`src/design/skf_pkg.sv`:
```
// types and constants of the scalar kalman filter core
// no dependencies; used by the core, the divider and the checker
`default_nettype none

package skf_pkg;

    typedef struct packed {
        logic               op;
        logic signed [31:0] measurement;
    } t_in_item;

    typedef struct packed {
        logic signed [31:0] estimate;
        logic signed [31:0] gain;
        logic               saturated;
    } t_out_item;

    // status of the gain divider towards the sequencer
    typedef struct packed {
        logic               done;
        logic               clip;
        logic signed [31:0] quot;
    } t_div_res;

    localparam logic OP_SAMPLE = 1'b0;
    localparam logic OP_REINIT = 1'b1;

    localparam logic [2:0] REG_PROCESS_NOISE = 3'd0;
    localparam logic [2:0] REG_MEASURE_NOISE = 3'd1;
    localparam logic [2:0] REG_STATE_GAIN    = 3'd2;
    localparam logic [2:0] REG_OBSERVE_GAIN  = 3'd3;
    localparam logic [2:0] REG_INIT_ESTIMATE = 3'd4;
    localparam logic [2:0] REG_INIT_VARIANCE = 3'd5;

    localparam logic signed [31:0] S32_MAX = 32'sh7fff_ffff;
    localparam logic signed [31:0] S32_MIN = 32'sh8000_0000;

endpackage

`default_nettype wire

```
`src/design/skf_divider.sv`:
```
// bit-serial restoring divider for the kalman gain: (num << FRAC_BITS) / den,
// truncated toward zero and saturated to 32 bits; depends on skf_pkg
`default_nettype none

module skf_divider #(
    parameter int FRAC_BITS = 16
) (
    input  logic               i_clk,
    input  logic               i_rst_n,
    input  logic               i_start,
    input  logic signed [63:0] i_num,
    input  logic [30:0]        i_den,
    output skf_pkg::t_div_res  o_res
);
    import skf_pkg::*;

    localparam int QW      = 33;
    localparam int LO_KEEP = QW - FRAC_BITS;
    localparam int HI_W    = 63 - LO_KEEP;
    localparam int CNT_W   = $clog2(QW);

    typedef enum logic [1:0] {D_IDLE, D_CHK, D_RUN, D_DONE} t_dstate;

    t_dstate            r_state;
    logic [HI_W-1:0]    r_hi;
    logic [QW-1:0]      r_lo;
    logic [30:0]        r_rem;
    logic [30:0]        r_den;
    logic               r_neg;
    logic               r_over;
    logic [CNT_W-1:0]   r_cnt;

    logic [62:0]        mag;
    logic [31:0]        trial;
    logic               trial_ge;
    logic               q_big;
    logic               clip;

    assign mag      = i_num[63] ? 63'(-i_num) : i_num[62:0];
    assign trial    = {r_rem, r_lo[QW-1]};
    assign trial_ge = trial >= {1'b0, r_den};

    // once the bits above the quotient are below den, 33 quotient bits remain
    always_ff @(posedge i_clk) begin
        if (!i_rst_n) begin
            r_state <= D_IDLE;
        end else begin
            unique case (r_state)
                D_IDLE: begin
                    if (i_start) begin
                        r_hi    <= mag[62:LO_KEEP];
                        r_lo    <= {mag[LO_KEEP-1:0], FRAC_BITS'(0)};
                        r_den   <= i_den;
                        r_neg   <= i_num[63];
                        r_state <= D_CHK;
                    end
                end
                D_CHK: begin
                    if (r_hi >= HI_W'(r_den)) begin
                        r_over  <= 1'b1;
                        r_state <= D_DONE;
                    end else begin
                        r_over  <= 1'b0;
                        r_rem   <= r_hi[30:0];
                        r_cnt   <= '0;
                        r_state <= D_RUN;
                    end
                end
                D_RUN: begin
                    r_rem <= trial_ge ? 31'(trial - {1'b0, r_den}) : trial[30:0];
                    r_lo  <= {r_lo[QW-2:0], trial_ge};
                    if (r_cnt == CNT_W'(QW - 1)) begin
                        r_state <= D_DONE;
                    end else begin
                        r_cnt <= r_cnt + CNT_W'(1);
                    end
                end
                D_DONE: begin
                    r_state <= D_IDLE;
                end
                default: begin
                    r_state <= D_IDLE;
                end
            endcase
        end
    end

    // negative quotients may reach one step further than positive ones
    assign q_big = r_neg ? (r_lo > 33'h0_8000_0000) : (r_lo > 33'h0_7fff_ffff);
    assign clip  = r_over | q_big;

    always_comb begin
        o_res.done = (r_state == D_DONE);
        o_res.clip = clip;
        if (clip) begin
            o_res.quot = r_neg ? S32_MIN : S32_MAX;
        end else begin
            o_res.quot = r_neg ? -$signed(r_lo[31:0]) : $signed(r_lo[31:0]);
        end
    end

endmodule

`default_nettype wire

```
`src/design/scalar_kalman_filter_core.sv`:
```
// scalar kalman filter core: sequencer, shared multiplier and register file
// depends on skf_pkg and skf_divider
//
// one-dimensional kalman filter in signed fixed point with FRAC_BITS fraction bits.
// requests come in on i_in_valid / o_in_ready with an op and a measurement z;
// op sample runs predict, gain and joseph-form update, op reinit reloads the
// estimate and variance from the init registers and clears the gain.
// each request gives one result on o_out_valid / i_out_ready: new estimate,
// gain used, and a flag set when a value clipped, save a variance clamped at zero.
// o_in_ready is high only while the sequencer is idle, so one request is in
// flight at a time. the single 32x32 multiplier serves 12 products and the gain
// numerator in turn, and the gain comes from the 33-step bit-serial divider.
// a finished result sits in the output register; the next request may be
// accepted meanwhile, but its result waits until the held one is taken.
// configuration is to be written over the apb port only while idle; the user must
// keep to this, as the core does not enforce it. synchronous reset restores the
// register defaults, estimate 0, variance 1.0 and gain 0.
`default_nettype none

module scalar_kalman_filter_core #(
    parameter int FRAC_BITS = 16
) (
    input  logic               i_clk,
    input  logic               i_rst_n,
    input  logic               i_in_valid,
    output logic               o_in_ready,
    input  skf_pkg::t_in_item  i_in_data,
    output logic               o_out_valid,
    input  logic               i_out_ready,
    output skf_pkg::t_out_item o_out_data,
    input  logic               psel,
    input  logic               penable,
    input  logic               pwrite,
    input  logic [4:0]         paddr,
    input  logic [31:0]        pwdata,
    output logic [31:0]        prdata,
    output logic               pready
);
    import skf_pkg::*;

    localparam int FX_W = 64 - FRAC_BITS;
    localparam logic signed [31:0] ONE_FX  = 32'(1) << FRAC_BITS;
    localparam logic [30:0]        ONE_VAR = 31'(1) << FRAC_BITS;

    typedef enum logic [2:0] {
        S_IDLE, S_MUL, S_POST, S_DIV_GO, S_DIV_WAIT, S_FINISH
    } t_state;

    typedef enum logic [3:0] {
        ST_X1, ST_AP, ST_P1, ST_HP, ST_S, ST_PH, ST_INNOV,
        ST_XN, ST_C, ST_CC, ST_T1, ST_KK, ST_T2
    } t_step;

    // configuration
    logic [30:0]        r_q;
    logic [30:0]        r_r;
    logic signed [31:0] r_a;
    logic signed [31:0] r_h;
    logic signed [31:0] r_init_x;
    logic [30:0]        r_init_p;

    // filter state and working registers
    t_state             r_state;
    t_step              r_step;
    logic signed [31:0] r_x;
    logic [30:0]        r_p;
    logic signed [31:0] r_k;
    logic signed [31:0] r_x1;
    logic [30:0]        r_p1;
    logic [30:0]        r_s;
    logic signed [31:0] r_t;
    logic signed [31:0] r_t2;
    logic signed [31:0] r_z;
    logic signed [63:0] r_prod;
    logic               r_sat;
    logic               r_out_valid;
    t_out_item          r_out;

    logic               cfg_wr;
    logic               accept;
    logic signed [31:0] mul_a;
    logic signed [31:0] mul_b;
    logic signed [FX_W-1:0] fx_full;
    logic               fx_ovf;
    logic signed [31:0] fx_sat;
    logic signed [32:0] post_add;
    logic               post_sub;
    logic               post_is_var;
    logic signed [33:0] add_ext;
    logic signed [33:0] fx_ext;
    logic signed [33:0] sum;
    logic               sum_ovf;
    logic signed [31:0] sum_sat;
    logic signed [31:0] post_val;
    logic               post_clip;
    logic               div_start;
    t_div_res           div_res;

    // ------------------------------------------------------------ apb
    assign pready = 1'b1;
    assign cfg_wr = psel & penable & pwrite;

    always_ff @(posedge i_clk) begin
        if (!i_rst_n) begin
            r_q      <= '0;
            r_r      <= ONE_VAR;
            r_a      <= ONE_FX;
            r_h      <= ONE_FX;
            r_init_x <= '0;
            r_init_p <= ONE_VAR;
        end else if (cfg_wr) begin
            unique case (paddr[4:2])
                REG_PROCESS_NOISE: r_q      <= pwdata[30:0];
                REG_MEASURE_NOISE: r_r      <= pwdata[30:0];
                REG_STATE_GAIN:    r_a      <= $signed(pwdata);
                REG_OBSERVE_GAIN:  r_h      <= $signed(pwdata);
                REG_INIT_ESTIMATE: r_init_x <= $signed(pwdata);
                REG_INIT_VARIANCE: r_init_p <= pwdata[30:0];
                default: ;
            endcase
        end
    end

    always_comb begin
        unique case (paddr[4:2])
            REG_PROCESS_NOISE: prdata = {1'b0, r_q};
            REG_MEASURE_NOISE: prdata = {1'b0, r_r};
            REG_STATE_GAIN:    prdata = r_a;
            REG_OBSERVE_GAIN:  prdata = r_h;
            REG_INIT_ESTIMATE: prdata = r_init_x;
            REG_INIT_VARIANCE: prdata = {1'b0, r_init_p};
            default:           prdata = '0;
        endcase
    end

    // ------------------------------------------------------------ operand select
    always_comb begin
        unique case (r_step)
            ST_X1:    begin mul_a = r_a;  mul_b = r_x;                     end
            ST_AP:    begin mul_a = r_a;  mul_b = $signed({1'b0, r_p});    end
            ST_P1:    begin mul_a = r_t;  mul_b = r_a;                     end
            ST_HP:    begin mul_a = r_h;  mul_b = $signed({1'b0, r_p1});   end
            ST_S:     begin mul_a = r_t;  mul_b = r_h;                     end
            ST_PH:    begin mul_a = $signed({1'b0, r_p1}); mul_b = r_h;    end
            ST_INNOV: begin mul_a = r_h;  mul_b = r_x1;                    end
            ST_XN:    begin mul_a = r_k;  mul_b = r_t;                     end
            ST_C:     begin mul_a = r_k;  mul_b = r_h;                     end
            ST_CC:    begin mul_a = r_t;  mul_b = r_t;                     end
            ST_T1:    begin mul_a = r_t;  mul_b = $signed({1'b0, r_p1});   end
            ST_KK:    begin mul_a = r_k;  mul_b = r_k;                     end
            ST_T2:    begin mul_a = r_t;  mul_b = $signed({1'b0, r_r});    end
            default:  begin mul_a = '0;   mul_b = '0;                      end
        endcase
    end

    // ------------------------------------------------------------ product post step
    // upper bits of the product are the floor of the fraction shift
    assign fx_full = r_prod[63:FRAC_BITS];
    assign fx_ovf  = !((&fx_full[FX_W-1:31]) | ~(|fx_full[FX_W-1:31]));
    assign fx_sat  = fx_ovf ? (fx_full[FX_W-1] ? S32_MIN : S32_MAX) : fx_full[31:0];

    always_comb begin
        post_add    = '0;
        post_sub    = 1'b0;
        post_is_var = 1'b0;
        unique case (r_step)
            ST_P1:    begin post_add = $signed({2'b00, r_q}); post_is_var = 1'b1; end
            ST_S:     begin post_add = $signed({2'b00, r_r}); post_is_var = 1'b1; end
            ST_INNOV: begin post_add = 33'(r_z);   post_sub = 1'b1;               end
            ST_XN:    begin post_add = 33'(r_x1);                                 end
            ST_C:     begin post_add = 33'(ONE_FX); post_sub = 1'b1;              end
            ST_T2:    begin post_add = 33'(r_t2);  post_is_var = 1'b1;            end
            default: ;
        endcase
    end

    assign add_ext  = 34'(post_add);
    assign fx_ext   = 34'(fx_sat);
    assign sum      = post_sub ? (add_ext - fx_ext) : (add_ext + fx_ext);
    assign sum_ovf  = !((&sum[33:31]) | ~(|sum[33:31]));
    assign sum_sat  = sum_ovf ? (sum[33] ? S32_MIN : S32_MAX) : sum[31:0];
    // variances never go below zero, and that clamp is not flagged
    assign post_val  = (post_is_var && sum_sat[31]) ? '0 : sum_sat;
    assign post_clip = fx_ovf | sum_ovf;

    // ------------------------------------------------------------ divider
    assign div_start = (r_state == S_DIV_GO);

    skf_divider #(
        .FRAC_BITS (FRAC_BITS)
    ) u_div (
        .i_clk   (i_clk),
        .i_rst_n (i_rst_n),
        .i_start (div_start),
        .i_num   (r_prod),
        .i_den   (r_s),
        .o_res   (div_res)
    );

    // ------------------------------------------------------------ sequencer
    assign o_in_ready = (r_state == S_IDLE);
    assign accept     = i_in_valid & o_in_ready;

    always_ff @(posedge i_clk) begin
        if (!i_rst_n) begin
            r_state     <= S_IDLE;
            r_step      <= ST_X1;
            r_x         <= '0;
            r_p         <= ONE_VAR;
            r_k         <= '0;
            r_sat       <= 1'b0;
            r_out_valid <= 1'b0;
        end else begin
            // the finish step loads the output register itself
            if (r_out_valid && i_out_ready && (r_state != S_FINISH)) begin
                r_out_valid <= 1'b0;
            end
            unique case (r_state)
                S_IDLE: begin
                    if (accept) begin
                        r_sat <= 1'b0;
                        if (i_in_data.op == OP_REINIT) begin
                            r_x1    <= r_init_x;
                            r_p1    <= r_init_p;
                            r_k     <= '0;
                            r_state <= S_FINISH;
                        end else begin
                            r_z     <= i_in_data.measurement;
                            r_step  <= ST_X1;
                            r_state <= S_MUL;
                        end
                    end
                end
                S_MUL: begin
                    r_prod  <= 64'(mul_a) * 64'(mul_b);
                    r_state <= (r_step == ST_PH) ? S_DIV_GO : S_POST;
                end
                S_POST: begin
                    r_sat <= r_sat | post_clip;
                    unique case (r_step)
                        ST_X1, ST_XN:                 r_x1 <= post_val;
                        ST_P1, ST_T2:                 r_p1 <= post_val[30:0];
                        ST_S:                         r_s  <= post_val[30:0];
                        ST_T1:                        r_t2 <= post_val;
                        default:                      r_t  <= post_val;
                    endcase
                    if (r_step == ST_S && post_val == '0) begin
                        // no information in the measurement: keep the prediction
                        r_k     <= '0;
                        r_state <= S_FINISH;
                    end else if (r_step == ST_T2) begin
                        r_state <= S_FINISH;
                    end else begin
                        r_step  <= t_step'(r_step + 4'd1);
                        r_state <= S_MUL;
                    end
                end
                S_DIV_GO: begin
                    r_state <= S_DIV_WAIT;
                end
                S_DIV_WAIT: begin
                    if (div_res.done) begin
                        r_k     <= div_res.quot;
                        r_sat   <= r_sat | div_res.clip;
                        r_step  <= ST_INNOV;
                        r_state <= S_MUL;
                    end
                end
                S_FINISH: begin
                    if (!r_out_valid || i_out_ready) begin
                        r_out.estimate  <= r_x1;
                        r_out.gain      <= r_k;
                        r_out.saturated <= r_sat;
                        r_out_valid     <= 1'b1;
                        r_x             <= r_x1;
                        r_p             <= r_p1;
                        r_state         <= S_IDLE;
                    end
                end
                default: begin
                    r_state <= S_IDLE;
                end
            endcase
        end
    end

    assign o_out_valid = r_out_valid;
    assign o_out_data  = r_out;

endmodule

`default_nettype wire

```
`config.mk`:
```
export PLATFORM = sky130hd
export DESIGN_NAME = scalar_kalman_filter_core
export DESIGN_NICKNAME = d
export VERILOG_FILES = /design/src/design/skf_pkg.sv /design/src/design/skf_divider.sv /design/src/design/scalar_kalman_filter_core.sv
export SDC_FILE = /design/constraint.sdc
export NUM_CORES = 2
export LEC_CHECK = 0
export BUFFER_PORTS_ARGS = -buffer_cell sky130_fd_sc_hd__buf_2
export CORE_ASPECT_RATIO = 0.8
export CORE_MARGIN = 10
export CORE_UTILIZATION = 58
export DETAILED_ROUTE_END_ITERATION = 7
export GPL_TIMING_DRIVEN = 0
export PLACE_DENSITY = 0.75
export SETUP_SLACK_MARGIN = 0.3
export SLEW_MARGIN = 0
export SYNTH_ARGS = -nofsm -noshare
export SYNTH_HDL_FRONTEND = slang
export SYNTH_SLANG_ARGS = --single-unit
```
`constraint.sdc`:
```
create_clock -name i_clk -period 17.5 [get_ports i_clk]
set_input_delay 3.5 -clock i_clk [delete_from_list [all_inputs] [get_ports i_clk]]
set_output_delay 3.5 -clock i_clk [all_outputs]
set_load 0.03 [all_outputs]
```
# Word-level counts from Yosys, hierarchy flattened
# Index checks and enable logic that the tools add are counted.
# W data, S select, Z words.
# op_classes
addsub	7
multipliers	1
n_lt_le_gt_ge	4
n_eq_ne	41
mux	63
bitwise	13
n_reduce_logical	58
# ops
operator	n
$mux W32	15
$pmux W32 S9	1
$pmux W33 S6	1
$pmux W32 S6	1
$pmux W32 S5	1
$mux W31	5
$pmux W31 S2	2
$pmux W32 S3	1
$pmux W33 S2	1
$mul A32 B32 Y64	1
$pmux W32 S2	1
$mux W63	1
$neg A63 Y63	1
$ge A46 B31 Y1	1
$add A33 B32 Y34	1
$mux W34	1
$sub A33 B32 Y34	1
$gt A33 B31 Y1 const B	1
$gt A33 B32 Y1 const B	1
$mux W33	1
$ge A32 B31 Y1	1
$logic_not A32 Y1	1
$neg A32 Y32	1
$sub A31 B31 Y31	1
47 further kinds	144
# totals
regBits	763
inputBits	77
out_inout_bits	100
wordCells	218

# Longest topological paths before layout
# depth
ltp_word	16
depth_mapped	41
depth_no_buf	36

# Modules after synthesis
# From an unflattened synthesis, not the netlist that was laid out.
# hier_totals
cells_unflattened	8146
hier_area_um2	74888.1
# modules_own_cells
module	instances	cells_each	area_each_um2	seq_area_each_um2
scalar_kalman_filter_core	1	7019	64201.6	15444.8
skf_divider	1	1127	10686.5	4514.3

# Worst setup path after synthesis
# Ideal clock, no wire load.
# synth_path
path_type	flip-flop to flip-flop
startpoint	register r_step[0]
endpoint	register r_prod[61] (data pin)
arrival_time_ns	9.612
required_ns	17.241
setup_slack_ns	7.629
path_stages_with_launch	37
n_path_buf	4
period_less_slack_ns	9.871
cell_sequence	dfxtp_1 -> inv_1 -> ha_1 -> and2_1 -> clkbuf_1 -> or2_2 -> clkbuf_1 -> clkbuf_1 -> a22oi_1 -> nand2_1 -> a221oi_1 -> clkbuf_1 -> nor2_1 -> fa_1 -> inv_1 -> fa_1 -> inv_1 -> fa_1 -> inv_1 -> fa_1 -> inv_1 -> fa_1 -> fa_1 -> fa_1 -> fa_1 -> ha_1 -> nand3_1 -> nor4_1 -> and4_1 -> o21ai_0 -> o31ai_1 -> a41o_1 -> a21oi_1 -> o21ai_0 -> a21o_1 -> nor4b_1 -> a211o_1
# synth_between
elab_chain_cells	4
# synth_lines
item	line_no	text
start: declaration	scalar_kalman_filter_core.sv:64	t_step r_step;
start signal: assignment	scalar_kalman_filter_core.sv:254	r_step <= t_step'(r_step + 4'd1);
$eq A4 B3 Y1, or another cell as far along	scalar_kalman_filter_core.sv:138	unique case (r_step)
$reduce_or A5 Y1 (no line), or another cell as far along	n/a	
$pmux W32 S5 or $pmux W32 S9 (tied branches)	scalar_kalman_filter_core.sv:138	
$mul A32 B32 Y64 *	scalar_kalman_filter_core.sv:235	r_prod <= 64'(mul_a) * 64'(mul_b);
end signal: assignment	scalar_kalman_filter_core.sv:235	
end: declaration	scalar_kalman_filter_core.sv:74	logic signed [63:0] r_prod;
# Every way passes the cells marked *; elsewhere a longest branch is shown, timed or not.
# A chain may end at the register's enable or synchronous reset.

# Worst setup path after layout
# layout_path
startpoint	register r_step[0]
endpoint	register r_prod[55] (data pin)
# Same word-level chain as after synthesis.

==> impl_metrics.csv <==
group,metric,value,unit
run_status,status,"complete, but fails checks",
run_status,violations,"DRC, capacitance limit, slew limit",
global_routing,grt_pass1_vias,63250,
timing,skew,0.04286,ns
floorplan,start_util,58.51,%
pwr,power,4626,uW
clock_network,cts_setup_buffers,0,
timing,min_period,14.24,ns
floorplan,die_width,420.8,um
pwr,vdd_drop_max,0.06622,mV
final_layout,final_layout_size_suffix_gt1_share,5.401,%
detailed_routing,dr.first_iter.drc_count,11780,
timing,setup_viol,0,
clock_network,cts_tree,"built",
logic_synthesis,yosysMostFrequentCell,"nand2_1",
pwr,internal-power,3153,uW
run,maxCapViolations,9,
logic_synthesis,yosysTopAreaCell,"fa_1",
logic_synthesis,ys_types,85,
floorplan,rows,117,
detailed_routing,routedWlPerCell,33.92,um
floorplan,core-area,127400,sq um
timing,finalHoldViolCount,0,
pwr,clockPowerShare,37.1,%
floorplan,io_pins,177,
detailed_routing,via_per_inst,6.660,
hold_path,min_path_type,"register to register",
clock_network,cts-buffers-inserted,70,
place,dp_hpwl,276800,um
timing,max_slew_margin,-13.85,%
final_layout,seq_area,19960,sq um
setup_path,crit_type,"register to register",
setup_path,cp-end-kind,"register",
timing,grt_setup_unrepaired,"no",
pwr,leakage,0.03548,uW
clock_network,cts.clk_slew.worst_paths,0.08,ns
global_routing,grt_max_degree,59,
setup_path,path_max_fanout,10,
final_layout,fillers,10640,
global_routing,grt_antenna_before_repair,44,
setup_path,arrival,14.58,ns
detailed_routing,first_pass_iters,8,
clock_network,cts_resized,0,
detailed_routing,routed_wl,339500,um
setup_path,slowest_stage,"o31ai_2",
logic_synthesis,syn_area_per_cell,9.372,sq um
detailed_routing,vias,66670,
clock_network,h-tree-depth,3,
place,gp_congestion,1.127,
logic_synthesis,syn_inst,7951,
logic_synthesis,yosys-top-cells-area,"fa_1, edfxtp_1, dfxtp_1, nand2_1, inv_1",
clock_network,cts_buffer_depth,3,
clock_network,cts_root_buf,"clkbuf_16",
setup_path,worst_path_most_repeated_cell,"fa_1",
logic_synthesis,yosysSeqAreaShare,26.78,%
logic_synthesis,yosysTopAreaCellShare,29.12,%
timing,worstMarginPinSlew,1.708,ns
pwr,cellPowerDensity,57.07,nW/um^2
timing,tns,0,ns
timing,drv_slew,58,
setup_path,start_kind,"register",
final_layout,syn2layout_area_growth,8.791,%
pwr,seqPwrFrac,43.5,%
logic_synthesis,synthArstFlopShare,0,%
global_routing,grt_pass1_wl,471200,um
detailed_routing,drc,104,
place,io_buffers,172,
logic_synthesis,ys_ff_latch,763,
pwr,p_comb_share,19.4,%
logic_synthesis,synth.top_cells.by_count,"nand2_1, inv_1, fa_1",
pwr,p_sw,1473,uW
setup_path,crit_required,17.83,ns
timing,timing.final.crit_share,81.40,%
logic_synthesis,synthesis.area,74520,sq um
setup_path,critPathLaunch,"r_step[0]$_SDFFE_PN0P_",
final_layout,multi_input_area,48910,sq um
final_layout,fin_nets,9715,
clock_network,clkLatencyLatePin,0.69,ns
clock_network,cts_hold_buf,0,
logic_synthesis,syn_nets,9407,
clock_network,clock_sinks,763,
hold_path,hold_start,"r_s[2]$_DFFE_PP_",
setup_path,r2r_start,"r_step[0]$_SDFFE_PN0P_",
global_routing,grt_overflow,0,
floorplan,die_area,143300,sq um
global_routing,grt_use_total,46.61,%
detailed_routing,ant_nets,0,
floorplan,die_y,340.6,um
logic_synthesis,yosysWarnings,0,
setup_path,slowest_delay,0.99,ns
pwr,switching_share,31.84,%
logic_synthesis,ys.flop_type,"edfxtp_1",
timing,max_freq,0.07020,GHz
logic_synthesis,synth-edff-count,468,
-- cells in the final DEF, fill, tap and decap left out, drive strengths merged, types with 94 or more instances in the layout --
cell	Yosys	routed
xnor2	155	155
buf	34	270
a22oi	229	229
dfxtp	295	295
fa	1084	1084
nand3	117	117
a21oi	229	229
inv	1155	1159
o21ai	146	146
a21boi	256	256
ha	295	295
clkbuf	414	506
nor2	691	691
edfxtp	468	468
a21o	94	94
nand2	1381	1381
-- cell type report --
cell class	count	share of cell area, %
repair buffers	236	1.914
clock inverters	35	0.5741
inverters	1155	5.348
plain buffers	448	2.090
clock buffers	92	2.460
well taps	1666	2.571
flip-flops and latches	763	24.62
multi-input cells	5585	60.33
diodes	30	0.09260
-- layer usage --
layer,track usage [%],share of wire [%],routed length (um)
met5,1.830,0.26,884
met1,61.65,37,124800
met4,21.58,6.4,21610
met3,29.26,20,67480
met2,58.72,37,124800
-- cells by family (layout without fill, tap and decap cells) --
group | Yosys count | count (layout) | share of synthesized area (%)
AOI/OAI and AO/OA | 1354 | 1354 | 12.99
xor gates and xnor gates | 228 | 228 | 2.680
adders and majority gates | 1379 | 1379 | 34.07
buffers and inverters | 1603 | 1966 | 8.090
DFF | 763 | 763 | 26.78
muxes | 76 | 76 | 1.046
other | 1 | 31 | 0.005032
and+or+nand+nor | 2547 | 2547 | 14.33
-- power groups by stage --
stage                     Combinational (uW)  Sequential, uW  Clock, uW
final                                    900            2010       1710
after global routing                     911            2010       1770
after CTS                                836            2010       1700
after detailed placement                 831            2050          0
after global placement                   796            2050          0
after floorplan                          449            2020          0
-- stage by stage --
step	hold slack (ns)	util (%)	worst slack, ns	instances	cell area, sq um
3_5_place_dp	0.4045	61.63	4.013	9851	78500
6_report	0.4155	63.65	3.255	10010	81070
3_3_place_gp	0.4021	60.82	2.576	9789	77460
4_1_cts	0.4189	63.57	3.955	9978	80960
5_1_grt	0.4244	63.61	3.162	9985	81010
2_1_floorplan	0.4003	-	7.629	7951	74520
-- critical path: cells and delay by family (launching register included) --
kind,cells,cell delay [ns]
buffers and inverters,9,2.87
and+or+nand+nor,9,2.64
DFF,1,0.38
AOI/OAI and AO/OA,7,2.70
xor gates and xnor gates,1,0.82
adders and majority gates,10,4.39
-- registers in the layout, indices dropped and copies added, names as in the netlist, 32 cells and up --
register	count
o_out_data	65
r_a	32
r_h	32
r_init_x	32
r_k	32
r_prod	64
r_t	32
r_t2	32
r_x	32
r_x1	32
r_z	32
u_div.r_hi	46
u_div.r_lo	33
-- worst paths after layout --
kind	end	slack, ns	cells after the start
max	r_prod[55]$_DFFE_PP_	3.26	36
min	u_div.r_den[2]$_DFFE_PP_	0.42	0
max reg2reg	r_prod[55]$_DFFE_PP_	3.26	36
min reg2reg	u_div.r_den[2]$_DFFE_PP_	0.42	0
Power figures use the tool's default switching activity.
